$ cat config.mk
export PLATFORM = sky130hd
export DESIGN_NAME = caption_608_channel_demux
export DESIGN_NICKNAME = d
export VERILOG_FILES = /design/src/sv/cc608_pkg.sv /design/src/sv/cc608_decode.sv /design/src/sv/caption_608_channel_demux.sv
export SDC_FILE = /design/constraint.sdc
export NUM_CORES = 1
export LEC_CHECK = 0
export BUFFER_PORTS_ARGS = -buffer_cell sky130_fd_sc_hd__buf_2
export CAP_MARGIN = 15
export CORE_UTILIZATION = 50
export DETAILED_ROUTE_END_ITERATION = 8
export HOLD_SLACK_MARGIN = 0.15
export PLACE_DENSITY = 0.71
export SYNTH_ARGS = -nofsm -noshare
export SYNTH_HDL_FRONTEND = slang
export SYNTH_HIERARCHICAL = 1
export SYNTH_SLANG_ARGS = --single-unit
export TNS_END_PERCENT = 50
$ cat constraint.sdc
create_clock -name clk_i -period 9.27 [get_ports clk_i]
set_input_delay 0.4635 -clock clk_i [delete_from_list [all_inputs] [get_ports clk_i]]
set_output_delay 0.4635 -clock clk_i [all_outputs]
set_load 0.05 [all_outputs]
$ cat src/sv/cc608_pkg.sv
`timescale 1ns / 1ps
// ----------------------------------------------------------------------------
// cc608_pkg
// Shared types and constants for the 608 caption channel demux.
// ----------------------------------------------------------------------------
package cc608_pkg;

  // configuration register indexes
  localparam logic CFG_CHANNEL_SELECT = 1'b0;
  localparam logic CFG_FIELD_SELECT   = 1'b1;

  localparam int unsigned CFG_DATA_W = 4;

  // caption modes
  localparam logic [3:0] MODE_NONE  = 4'd0;
  localparam logic [3:0] MODE_CC1   = 4'd1;
  localparam logic [3:0] MODE_CC2   = 4'd2;
  localparam logic [3:0] MODE_TEXT1 = 4'd5;
  localparam logic [3:0] MODE_TEXT2 = 4'd6;
  localparam logic [3:0] MODE_XDS   = 4'd9;

  // channel select value that disables mode filtering
  localparam logic [3:0] CHAN_XDS = 4'd8;

  // header codes
  localparam logic [7:0] HDR_JUNK_LIMIT = 8'hF8;
  localparam logic [7:0] HDR_DTV_LIMIT  = 8'hFE;
  localparam logic [6:0] HDR_608_TAG    = 7'b1111110;

  // word masks and control codes
  localparam logic [15:0] PARITY_MASK  = 16'h7F7F;
  localparam logic [15:0] TEXT_MASK    = 16'h6000;
  localparam logic [15:0] XDS_HI_MASK  = 16'h7070;
  localparam logic [15:0] XDS_LO_MASK  = 16'h0F0F;
  localparam logic [15:0] XDS_END_MASK = 16'h7F00;
  localparam logic [15:0] XDS_END_CODE = 16'h0F00;
  localparam logic [15:0] CHAN_BIT     = 16'h0800;
  localparam logic [15:0] CODE_RCL     = 16'h1420;
  localparam logic [15:0] CODE_RU_LO   = 16'h1425;
  localparam logic [15:0] CODE_RU_HI   = 16'h1427;
  localparam logic [15:0] CODE_RDC     = 16'h1429;
  localparam logic [15:0] CODE_RTD     = 16'h142B;

  typedef struct packed {
    logic [7:0] cc_header;
    logic [7:0] cc_byte_one;
    logic [7:0] cc_byte_two;
  } in_item_t;

  typedef struct packed {
    logic [1:0] char_count;
    logic [6:0] first_char;
    logic [6:0] second_char;
    logic       end_line;
    logic [3:0] current_mode;
    logic       junk_flag;
    logic       dtv_flag;
  } out_item_t;

  typedef struct packed {
    logic [3:0] caption_mode;
    logic [3:0] xds_return_mode;
    logic       line_has_text;
  } dmx_state_t;

endpackage

$ cat src/sv/cc608_decode.sv
`timescale 1ns / 1ps
// ----------------------------------------------------------------------------
// cc608_decode
// Combinational decode of one caption packet against the current mode state.
// ----------------------------------------------------------------------------
module cc608_decode (
  input  cc608_pkg::in_item_t   item_i,
  input  cc608_pkg::dmx_state_t state_i,
  input  logic [3:0]            channel_select_i,
  input  logic                  field_select_i,
  output cc608_pkg::out_item_t  result_o,
  output cc608_pkg::dmx_state_t state_o
);
  import cc608_pkg::*;

  logic [15:0] word;
  logic [15:0] code;
  logic        is_608;
  logic        ctrl;
  logic        even;
  logic        pass;
  logic [3:0]  mode_d;
  logic [3:0]  ret_d;
  logic [3:0]  pac_mode;
  logic [4:0]  sel_mode;

  assign word = {item_i.cc_byte_one, item_i.cc_byte_two} & PARITY_MASK;
  assign code = word & ~CHAN_BIT;
  assign even = item_i.cc_header[0];
  assign ctrl = (word & TEXT_MASK) == 16'h0000;

  assign is_608 = (item_i.cc_header[7:1] == HDR_608_TAG) &&
                  (item_i.cc_header[0] == field_select_i) && (word != 16'h0000);

  assign pac_mode = {3'b000, word[11]} + (even ? 4'd2 : 4'd0);

  // mode tracking
  always_comb begin
    mode_d = state_i.caption_mode;
    ret_d  = state_i.xds_return_mode;
    if (ctrl) begin
      if (state_i.caption_mode == MODE_XDS && (word & XDS_END_MASK) == XDS_END_CODE) begin
        mode_d = state_i.xds_return_mode;
      end else if ((word & XDS_HI_MASK) == 16'h0000 && (word & XDS_LO_MASK) != 16'h0000) begin
        if (state_i.caption_mode != MODE_XDS) begin
          ret_d  = state_i.caption_mode;
          mode_d = MODE_XDS;
        end
      end else if (state_i.caption_mode != MODE_XDS) begin
        if (code == CODE_RCL || code == CODE_RDC ||
            (code >= CODE_RU_LO && code <= CODE_RU_HI)) begin
          mode_d = MODE_CC1 + pac_mode;
        end else if (code == CODE_RTD) begin
          mode_d = MODE_TEXT1 + pac_mode;
        end
      end
    end
  end

  assign sel_mode = {1'b0, channel_select_i} + 5'd1;
  assign pass = (channel_select_i >= CHAN_XDS) || ({1'b0, mode_d} == sel_mode);

  always_comb begin
    result_o = '0;
    state_o  = state_i;
    result_o.junk_flag = item_i.cc_header < HDR_JUNK_LIMIT;
    result_o.dtv_flag  = item_i.cc_header >= HDR_DTV_LIMIT;
    if (is_608) begin
      state_o.caption_mode    = mode_d;
      state_o.xds_return_mode = ret_d;
      if (pass) begin
        if (!ctrl) begin
          result_o.first_char = word[14:8];
          result_o.char_count = 2'd1;
          if (word[7:0] != 8'h00) begin
            result_o.second_char = word[6:0];
            result_o.char_count  = 2'd2;
          end
          state_o.line_has_text = 1'b1;
        end else if (state_i.line_has_text) begin
          state_o.line_has_text = 1'b0;
          result_o.end_line     = 1'b1;
        end
      end
    end
    result_o.current_mode = state_o.caption_mode;
  end

endmodule

$ cat src/sv/caption_608_channel_demux.sv
`timescale 1ns / 1ps
// ----------------------------------------------------------------------------
// caption_608_channel_demux
// Splits one 608 caption channel out of a stream of three-byte packets.
// ----------------------------------------------------------------------------
// Usage:
//   in channel  : in_valid_i / in_stall_o / in_item_i, one packet per item
//   out channel : out_valid_o / out_stall_i / out_item_o, one result per item
//   cfg port    : cfg_we_i, cfg_index_i, cfg_wdata_i; write only while idle
// The packet lands in an input register, and the decode runs between that
// register and the result register. Throughput is one item per cycle while
// the output is not stalled, set by the single decode pass and the mode
// state update that it feeds back with each item.
// A stalled result holds in the output register; the input register keeps
// its item until the output register frees up, and the input side stalls
// only while the input register is full and the output cannot take it.
// Reset clears both valid flags, the mode state and the configuration
// registers; the block can accept an item as soon as reset is released.
// ----------------------------------------------------------------------------
module caption_608_channel_demux (
  input  logic                 clk_i,
  input  logic                 rst_ni,
  input  logic                 in_valid_i,
  output logic                 in_stall_o,
  input  cc608_pkg::in_item_t  in_item_i,
  output logic                 out_valid_o,
  input  logic                 out_stall_i,
  output cc608_pkg::out_item_t out_item_o,
  input  logic                 cfg_we_i,
  input  logic                 cfg_index_i,
  input  logic [cc608_pkg::CFG_DATA_W-1:0] cfg_wdata_i
);
  import cc608_pkg::*;

  logic [3:0] channel_select_q;
  logic       field_select_q;

  in_item_t   in_q;
  logic       in_valid_q;
  out_item_t  out_q;
  out_item_t  out_d;
  logic       out_valid_q;
  dmx_state_t state_q;
  dmx_state_t state_d;

  logic out_ready;
  logic advance;
  logic in_take;

  assign out_ready  = !out_valid_q || !out_stall_i;
  assign advance    = in_valid_q && out_ready;
  assign in_stall_o = in_valid_q && !out_ready;
  assign in_take    = in_valid_i && !in_stall_o;

  always_ff @(posedge clk_i or negedge rst_ni) begin
    if (!rst_ni) begin
      channel_select_q <= '0;
      field_select_q   <= 1'b0;
    end else if (cfg_we_i) begin
      case (cfg_index_i)
        CFG_CHANNEL_SELECT: channel_select_q <= cfg_wdata_i;
        CFG_FIELD_SELECT:   field_select_q   <= cfg_wdata_i[0];
        default: ;
      endcase
    end
  end

  cc608_decode u_decode (
    .item_i           (in_q),
    .state_i          (state_q),
    .channel_select_i (channel_select_q),
    .field_select_i   (field_select_q),
    .result_o         (out_d),
    .state_o          (state_d)
  );

  always_ff @(posedge clk_i or negedge rst_ni) begin
    if (!rst_ni) begin
      in_valid_q  <= 1'b0;
      out_valid_q <= 1'b0;
      state_q     <= '0;
    end else begin
      if (in_take) begin
        in_valid_q <= 1'b1;
      end else if (advance) begin
        in_valid_q <= 1'b0;
      end
      if (advance) begin
        out_valid_q <= 1'b1;
        state_q     <= state_d;
      end else if (!out_stall_i) begin
        out_valid_q <= 1'b0;
      end
    end
  end

  // payload registers, no reset needed
  always_ff @(posedge clk_i) begin
    if (in_take) begin
      in_q <= in_item_i;
    end
    if (advance) begin
      out_q <= out_d;
    end
  end

  assign out_valid_o = out_valid_q;
  assign out_item_o  = out_q;

endmodule

==> results.md, run 1 <==
* DRC at 0
* Reg2reg setup slack at 5.66 ns
* Port bufs at 56
* Number of CTS-inserted buffers at 9
* Vias/cell at ~5.6
* Row count at 27
* Nets at between 300 and 400
* WS Path Type: reg -> reg
* Root Buffer: clkbuf_8
* Status: finished, final reports clean
* HPWL after detailed placement at 4120 µm
* Die Area at 6270 µm²
* Top Ports at 59
* FF-to-FF End: out_item_o[22]
* Overall power at 650 µW
* Chip height at 79.2 µm
* Routed length per placed instance at 15.6 µm
* HP Class: in -> reg
* Count of final setup violators at 0
* Slew headroom at 0.384
* WHS Endpoint: in_q[14]
* Number of global-route vias before repair at approximately 2.0k
* Clock latency on the worst-skew pair at roughly 0.35 ns
* Post-Syn Instances at roughly 230
* Post-route setup slack at 5.66 ns
* Core area at about 5600 µm²
* Power per cell area at 184 nW/µm²
* WP data arrival at 3.79 ns
* Final min period at 3.61 ns
* Leak pwr at 0.00141 µW
* Area occupied by multi-input gates at 1140 µm²
* Clock-pin slew on the worst setup and hold paths at roughly 0.07 ns
* Die width at 79.2 µm
* Initial antenna violation count at 0
* Required @ worst endpoint at 9.45 ns
* Clock sink count at 61
* Total track usage at 0.205
* Period utilisation layout at 0.389
* RR Startpoint: in_q[6]
* TNS Setup at 0 ns
* Net Count, Synth at 271
* Grt total ovfl at 0
* Largest net degree at the start of global routing at 33
* Max Cap Violations at 0
* R2R depth at 8
* Clk buf depth at 2
* Worst slew pin tran at 0.924 ns
* Via count at between 2k and 2.5k
* Antenna diodes at 0
* TritonRoute pass-1 iters at 4
* Post-CTS Repair Setup Buffers at 0
* F_max at 277 MHz
* ANT nets after route at 0
* Hold-fix buffers, CTS at 1
* RSZ-0062 raised after global routing: false
* Drt total wl at 5820 µm
* Register area at 1750 µm²
* First-pass GRT wire length at around 9300 µm
* CTS tree: built
* Mapped Avg Cell Area at 12.7 µm²
* Clk_skew at 0.00825 ns
* Max-slew violation count at 0
* Hold_ws at ~0.29 ns
* # resized after CTS at 0
* Yosys warns at 6
* Area grow syn2layout at 18.8%
* Max IR drop VDD at slightly above 100 µV
* Hold path startpoint: in_item_i[14]
* Initial core utilization at 0.531
* Post-route insts no fill at 373
* Final hold violations at 0
* Critical Path Fanout Max at 15
* Layout fillers at 487
* Critical path startpoint category: flop
* Routability cong. at 0.940
* Nature of the critical path endpoint: flop
* Setup WS pre-CTS at 5.72 ns
* CTS HTree Levels at 3
* Layout cells sized above 1 at 0.316
* Hold depth at 1
* Syn Std Cell Area at roughly 3000 µm²
* Placed insts at between 300 and 400
* DR iter-0 viols at 139
## worst max-delay path by stage
stage	from	to	slack, ns
after floorplan	in_q[6]	state_q[0]	6.12
after global routing	in_q[6]	state_q[0]	5.46
after global placement	in_q[6]	out_item_o[22]	5.76
after CTS	in_q[6]	out_item_o[22]	5.66
after detailed placement	in_q[6]	out_item_o[22]	5.72
final	in_q[6]	out_item_o[22]	5.66
## through the flow
step / utilization / instance area, µm²
3_5_place_dp: 0.589 / 3300
2_1_floorplan: - / 2980
3_3_place_gp: 0.589 / 3300
4_1_cts: 0.626 / 3510
5_1_grt: 0.631 / 3540
6_report: 0.631 / 3540
## area by class of cell
type | count | share of cell area
Clock buffer | 9 | 0.0350
Multi-Input combinational cell | 156 | 0.322
Tap cell | 72 | 0.0255
Clock inverter | 7 | 0.0209
Inverter | 9 | 0.00955
Timing Repair Buffer | 59 | 0.0919
Sequential cell | 61 | 0.495
## power breakdown
group | internal [µW] | switching (µW)
combinational | 32.5 | 59.2
sequential | 313 | 11.3
clock | 125 | 109
total | 470 | 180
## layer usage
layer	track usage	wire (µm)	share of wire
met2	0.317	2800	0.48
met5	0	0	0
met3	0.0529	378	0.065
met4	0.120	159	0.027
met1	0.260	2490	0.43
## critical path, cell delays in order (launching register included)
cell and delay, ns:
edfxtp_1 0.42, or4_1 0.56, or4_1 0.68, a211oi_1 0.55
o211ai_1 0.14, nand3_1 0.12, a41o_1 0.23, nor3b_4 0.48
a21boi_0 0.26
## cell usage in the layout (no fill, tap or decap), types with 4 or more instances in the layout
cell / n
a211oi_1: 4
a21oi_1: 5
and2_1: 17
buf_2: 56
clkbuf_8: 9
dfrtp_1: 16
edfxtp_1: 45
inv_1: 9
mux2_2: 7
mux2_4: 9
nand2_1: 8
nand3_1: 12
nand4_1: 5
nor2_1: 18
nor4_1: 5
o211ai_1: 5
o21ai_0: 7
or3_1: 6
xor2_1: 4
## registers in the layout, summed over array words and instances (netlist names)
signal and flops:
field_select_q 1, out_item_o 23, in_q 22, channel_select_q 4
in_valid_q 1, out_valid_o 1, state_q 9
No activity file was read; power rests on OpenSTA's default activity.
==> run 2, diff against run 1 <==
- ABC_AREA: unset -> 1
- CORE_UTILIZATION: 50 -> 49
- PLACE_DENSITY: 0.71 -> 0.73
- clock period: 9.27 -> 3 ns (I/O delays scaled with it)
==> run 2 against run 1 <==
Clock-buffer cell count is the same; clock power grew to 3.2 times the previous value; register-to-register slack lost 5.0 ns; wire length grew 2.6%; hold slack lost 0.053 ns; flip-flop and latch count is the same; critical path type unchanged; critical endpoint is now state_q[0]; largest power group unchanged; highest routed layer unchanged.
==> results.md, run 2 <==
* Initial antenna violation count at 0
* Row count at 27
* Number of CTS-inserted buffers at 9
* Required @ worst endpoint at approximately 3.3 ns
* Net Count, Synth at ~340
* Period utilisation layout at 0.768
* Routed length per placed instance at 12.5 µm
* Status: finished, final reports clean
* Most frequent cells in the layout: nand2_1 (83), buf_2 (56), edfxtp_1 (45)
* Hold depth at 5
* Die width at between 70 and 80 µm
* Routability cong. at 0.888
* Placed insts at 425
* Crit path cell chain: inv_2 > nand2_1 > nor2_1 > nand2_2 > nand2_2 > nand2_2 > nor2_2 > nand3_1 > nand2_1 > nand2_1 > nand2_1 > nand2_1 > nor2_1 > nand2_1 > nand2_2 > nand3_4 > nand2_1 > nand3_1 > nand2_1
* Top Family by Delay on Critical Path: simple AND/OR/NAND/NOR gates
* Clk buf depth at 2
* Delay of the slowest critical-path stage at between 0.4 and 0.5 ns
* Nature of the critical path endpoint: flop
* Post-CTS Repair Setup Buffers at 0
* Vias/cell at about 4.8
* Stages on worst setup path at 19
* F_max at roughly 430 MHz
* Syn Std Cell Area at 2920 µm²
* Port bufs at 56
* Nets at ~440
* Initial core utilization at 0.520
* Max IR drop VDD at 369 µV
* # resized after CTS at 0
* Top Ports at 59
* Total track usage at 0.213
* Max Cap Violations at 0
* ANT nets after route at 0
* CTS HTree Levels at 3
* Most frequent CP cell: nand2_1
* TritonRoute pass-1 iters at 4
* CTS tree: built
* Final core utilization at 0.675
* Number of global-route vias before repair at 2,339
* HPWL after detailed placement at 3950 µm
* Critical path startpoint category: flop
* Chip height at 79.2 µm
* Core area at approximately 5600 µm²
* First-pass GRT wire length at 9920 µm
* RSZ-0062 raised after global routing: false
* Slew headroom at 0.381
* Post-Syn Instances at around 300
* Final min period at between 2 and 2.5 ns
* Register area at around 1800 µm²
* Clk_skew at around 0.007 ns
* Max-slew violation count at 0
* Yosys warns at 6
* Commonest non-fill, non-tap cell in the layout: nand2_1
* Grt total ovfl at 0
* Area grow syn2layout at 29.9%
* DR iter-0 viols at 143
* Antenna diodes at 0
* Post-route insts no fill at 477
* DRC at 0
* WP data arrival at roughly 2.6 ns
* Root Buffer: clkbuf_8
* Area occupied by multi-input gates at 902 µm²
* Final hold violations at 0
* WS Path Type: reg -> reg
* Mapped Avg Cell Area at 9.59 µm²
* Leak pwr at 0.00181 µW
* HP Class: in -> reg
* WP buf/inv at 1
* Critical Path Fanout Max at 15
* R2R depth at 19
* Count of final setup violators at 0
* Clock-pin slew on the worst setup and hold paths at 0.07 ns
* Clock sink count at 61
* Hold-fix buffers, CTS at 36
* Die Area at between 6000 and 7000 µm²
* Drt total wl at roughly 6000 µm
* Clock latency on the worst-skew pair at 0.34 ns
* Layout cells sized above 1 at 0.254
* Via count at approximately 2.3k
* Layout fillers at between 400 and 500
* Critical-path top delay cell: edfxtp_1
* Number of flip-flops in the largest register at 23
* Worst slew pin tran at 0.928 ns
* Power per cell area at ~580 nW/µm²
* TNS Setup at 0 ns
* Largest net degree at the start of global routing at 23
## run 2: per-layer routing
metal / global-route usage / up-vias / part of all wire
li1: - / 1160 / -
met1: 0.244 / 1056 / 0.44
met2: 0.360 / 66 / 0.49
met3: 0.0540 / 14 / 0.050
met4: 0.120 / 0 / 0.023
met5: 0 / - / 0
## run 2: cell type report
cell class,instances,area share
Tap cell,72,0.0238
Clock buffer,9,0.0327
Inverter,51,0.0505
Timing Repair Buffer,93,0.171
Clock inverter,7,0.0211
Sequential cell,61,0.463
Multi-Input combinational cell,184,0.238
## run 2: report_power, final
part / total (µW) / internal, µW / switching, µW / leakage (µW)
logic: 397 / 117 / 280 / 0.00105
registers: 1040 / 996 / 43.5 / 0.000650
clock network: 759 / 454 / 305 / 0.000103
total: 2200 / 1570 / 629 / 0.00181
## run 2: worst paths after layout
path                        startpoint                  end  slack [ns]
min in group asynchronous       rst_ni  channel_select_q[3]        0.26
hold / removal             cfg_index_i  channel_select_q[1]        0.23
hold reg to reg             state_q[3]           state_q[3]        0.48
setup reg to reg              in_q[11]           state_q[0]        0.70
max in group asynchronous       rst_ni           state_q[4]        2.46
setup / recovery              in_q[11]           state_q[0]        0.70
## run 2: metrics by stage
step | instance area, µm² | hold slack [ns] | total power, µW | setup WS [ns]
after floorplan | 2920 | -0.146 | 1330 | 1.06
after global placement | 3220 | 0.0814 | 1400 | 0.769
after detailed placement | 3220 | 0.0862 | 1410 | 0.714
after CTS | 3790 | 0.207 | 2210 | 0.686
after global routing | 3790 | 0.268 | 2290 | 0.456
final | 3790 | 0.232 | 2200 | 0.697
## run 2: worst register-to-register path, cell delays in order (launching register included)
cell and delay (ns):
edfxtp_1 0.45, inv_2 0.12, nand2_1 0.06, nor2_1 0.12
nand2_2 0.09, nand2_2 0.07, nand2_2 0.06, nor2_2 0.13
nand3_1 0.09, nand2_1 0.11, nand2_1 0.06, nand2_1 0.06
nand2_1 0.05, nor2_1 0.08, nand2_1 0.07, nand2_2 0.12
nand3_4 0.21, nand2_1 0.14, nand3_1 0.08, nand2_1 0.09
==> run 3, diff against run 2 <==
- ABC_AREA: 1 -> 0
- CORE_UTILIZATION: 49 -> 50
- PLACE_DENSITY: 0.73 -> 0.71
- clock period: 3 -> 2.4 ns (I/O delays scaled with it)
==> run 3 against run 2 <==
The run now ends with negative setup slack left; clock power is 20% higher; combinational power is 24% higher; hold slack worse by 0.0031 ns; setup slack worse by 1.4 ns; critical path depth is 10 lower; sequential power is 20% higher; largest power group unchanged.
==> results.md, run 3 (same netlist as run 1, synthesis figures left out) <==
* Status: finished, violations left
* Failing checks: negative setup slack
* Overall power at 2650 µW
* Setup WS pre-CTS at -0.785 ns
* Core area at 5610 µm²
* Number of global-route vias before repair at 2,647
* HP Class: in -> async
* Routability cong. at approximately 0.9
* Most frequent cells in the layout: buf_4 (58), buf_2 (56), edfxtp_1 (45)
* Antenna diodes at 0
* Power per cell area at 611 nW/µm²
* Slew headroom at 0.564
* Critical Path Fanout Max at 8
* Post-route setup slack at -0.676 ns
* WS Path Type: reg -> reg
* Top Ports at about 60
* Final min period at just over 3 ns
* ANT nets after route at 0
* Leak pwr at 0.00184 µW
* Initial antenna violation count at 0
* Port bufs at between 50 and 60
* Number of flip-flops in the largest register at 23
* Final hold violations at 0
* Commonest non-fill, non-tap cell in the layout: buf_4
* Period utilisation layout at 1.28
* Grt total ovfl at 0
* F_max at 325 MHz
* Count of final setup violators at 25
* CTS tree: built
* Nets at about 420
* Most frequent CP cell: or4_4
* Largest net degree at the start of global routing at 23
* Die width at about 79 µm
* Drt total wl at about 8400 µm
* Vias/cell at ~5.5
* Layout fillers at 359
* First-pass GRT wire length at 13,000 µm
* Clk_skew at 0.0165 ns
* HPWL after detailed placement at 5400 µm
* Clock-pin slew on the worst setup and hold paths at 0.07 ns
* Via count at 2,552
* Nature of the critical path endpoint: flop
* Die Area at 6270 µm²
* Total track usage at 0.286
* RSZ-0062 raised after global routing: true
* Post-CTS Repair Setup Buffers at 0
* Row count at 27
* TritonRoute pass-1 iters at 4
* Routed length per placed instance at 18.2 µm
* Max Cap Violations at 0
* WP data arrival at ~3.2 ns
* Max IR drop VDD at around 540 µV
* Required @ worst endpoint at 2.48 ns
* Top Family by Delay on Critical Path: simple AND/OR/NAND/NOR gates
* Chip height at 79.2 µm
* Initial core utilization at 0.531
* Clk buf depth at 2
* Clock latency on the worst-skew pair at 0.34 ns
* DR iter-0 viols at between 200 and 250
* CTS HTree Levels at 3
* Crit path cell chain: or4_4 > or4_4 > or3_1 > mux2i_1 > a221oi_2 > a41o_1 > nor2b_2 > buf_4 > and2_1
* Final core utilization at 0.774
* Reg2reg setup slack at -0.68 ns
* Worst slew pin tran at 0.652 ns
* Area grow syn2layout at 45.8%
* Clock sink count at 61
* Layout cells sized above 1 at 0.422
* Max-slew violation count at 0
* Number of CTS-inserted buffers at 9
* Delay of the slowest critical-path stage at between 0.5 and 0.6 ns
* Critical path startpoint category: flop
* Root Buffer: clkbuf_8
* WP buf/inv at 1
* Critical-path top delay cell: or4_4
* DRC at 0
## run 3: routing by layer
layer | global-route usage | part of all wire
met1 | 0.350 | 0.41
met2 | 0.480 | 0.50
met3 | 0.0540 | 0.053
met4 | 0.149 | 0.034
met5 | 0 | 0
## run 3: worst paths after layout
check,startpoint,end,cells past startpoint
max in group asynchronous,rst_ni,field_select_q,2
hold reg to reg,in_valid_q,out_valid_o,1
min in group clk_i,cfg_index_i,channel_select_q[1],3
setup / recovery,in_q[14],out_item_o[20],9
hold / removal,rst_ni,in_valid_q,2
setup reg to reg,in_q[14],out_item_o[20],9
## run 3: what timing repair did
item	4_1_cts	5_1_grt
hold buffers	32	0
gates resized for setup	9	9
pin swaps	4	2
hold endpoints to repair	45	0
endpoints found under the setup margin	28	29
## run 3: stage by stage
stage | TNS [ns] | hold slack, ns | cell area [µm²] | instances
floorplan | -9.10 | -0.176 | 2990 | 234
global placement | -12.86 | 0.0562 | 3750 | 415
detailed placement | -14.75 | 0.0592 | 3750 | 415
CTS | -11.16 | 0.225 | 4300 | 463
global route | -14.71 | 0.271 | 4340 | 463
finish | -12.29 | 0.229 | 4340 | 463
## run 3: where the power goes
part	leakage, µW	switching, µW	total [µW]	internal [µW]
combinational	0.00110	283	494	212
clock	0.000100	406	913	507
sequential	0.000644	36.6	1250	1210
total	0.00184	725	2650	1930
## run 3: worst reg2reg max path, delay by kind of cell, from the launching register on
kind                   cells  cell delay, ns
and+or+nand+nor            5            1.70
DFF                        1            0.40
AOI/OAI and AO/OA          2            0.38
muxes                      1            0.18
buffers and inverters      1            0.14
## run 3: layout make-up
cell class | count | area [µm²] | share of cell area
Clock buffer | 12 | 145 | 0.0334
Timing Repair Buffer | 149 | 1070 | 0.246
Clock inverter | 4 | 48.8 | 0.0112
Inverter | 9 | 33.8 | 0.00778
Multi-Input combinational cell | 156 | 1200 | 0.277
Sequential cell | 61 | 1750 | 0.403
Tap cell | 72 | 90.1 | 0.0207
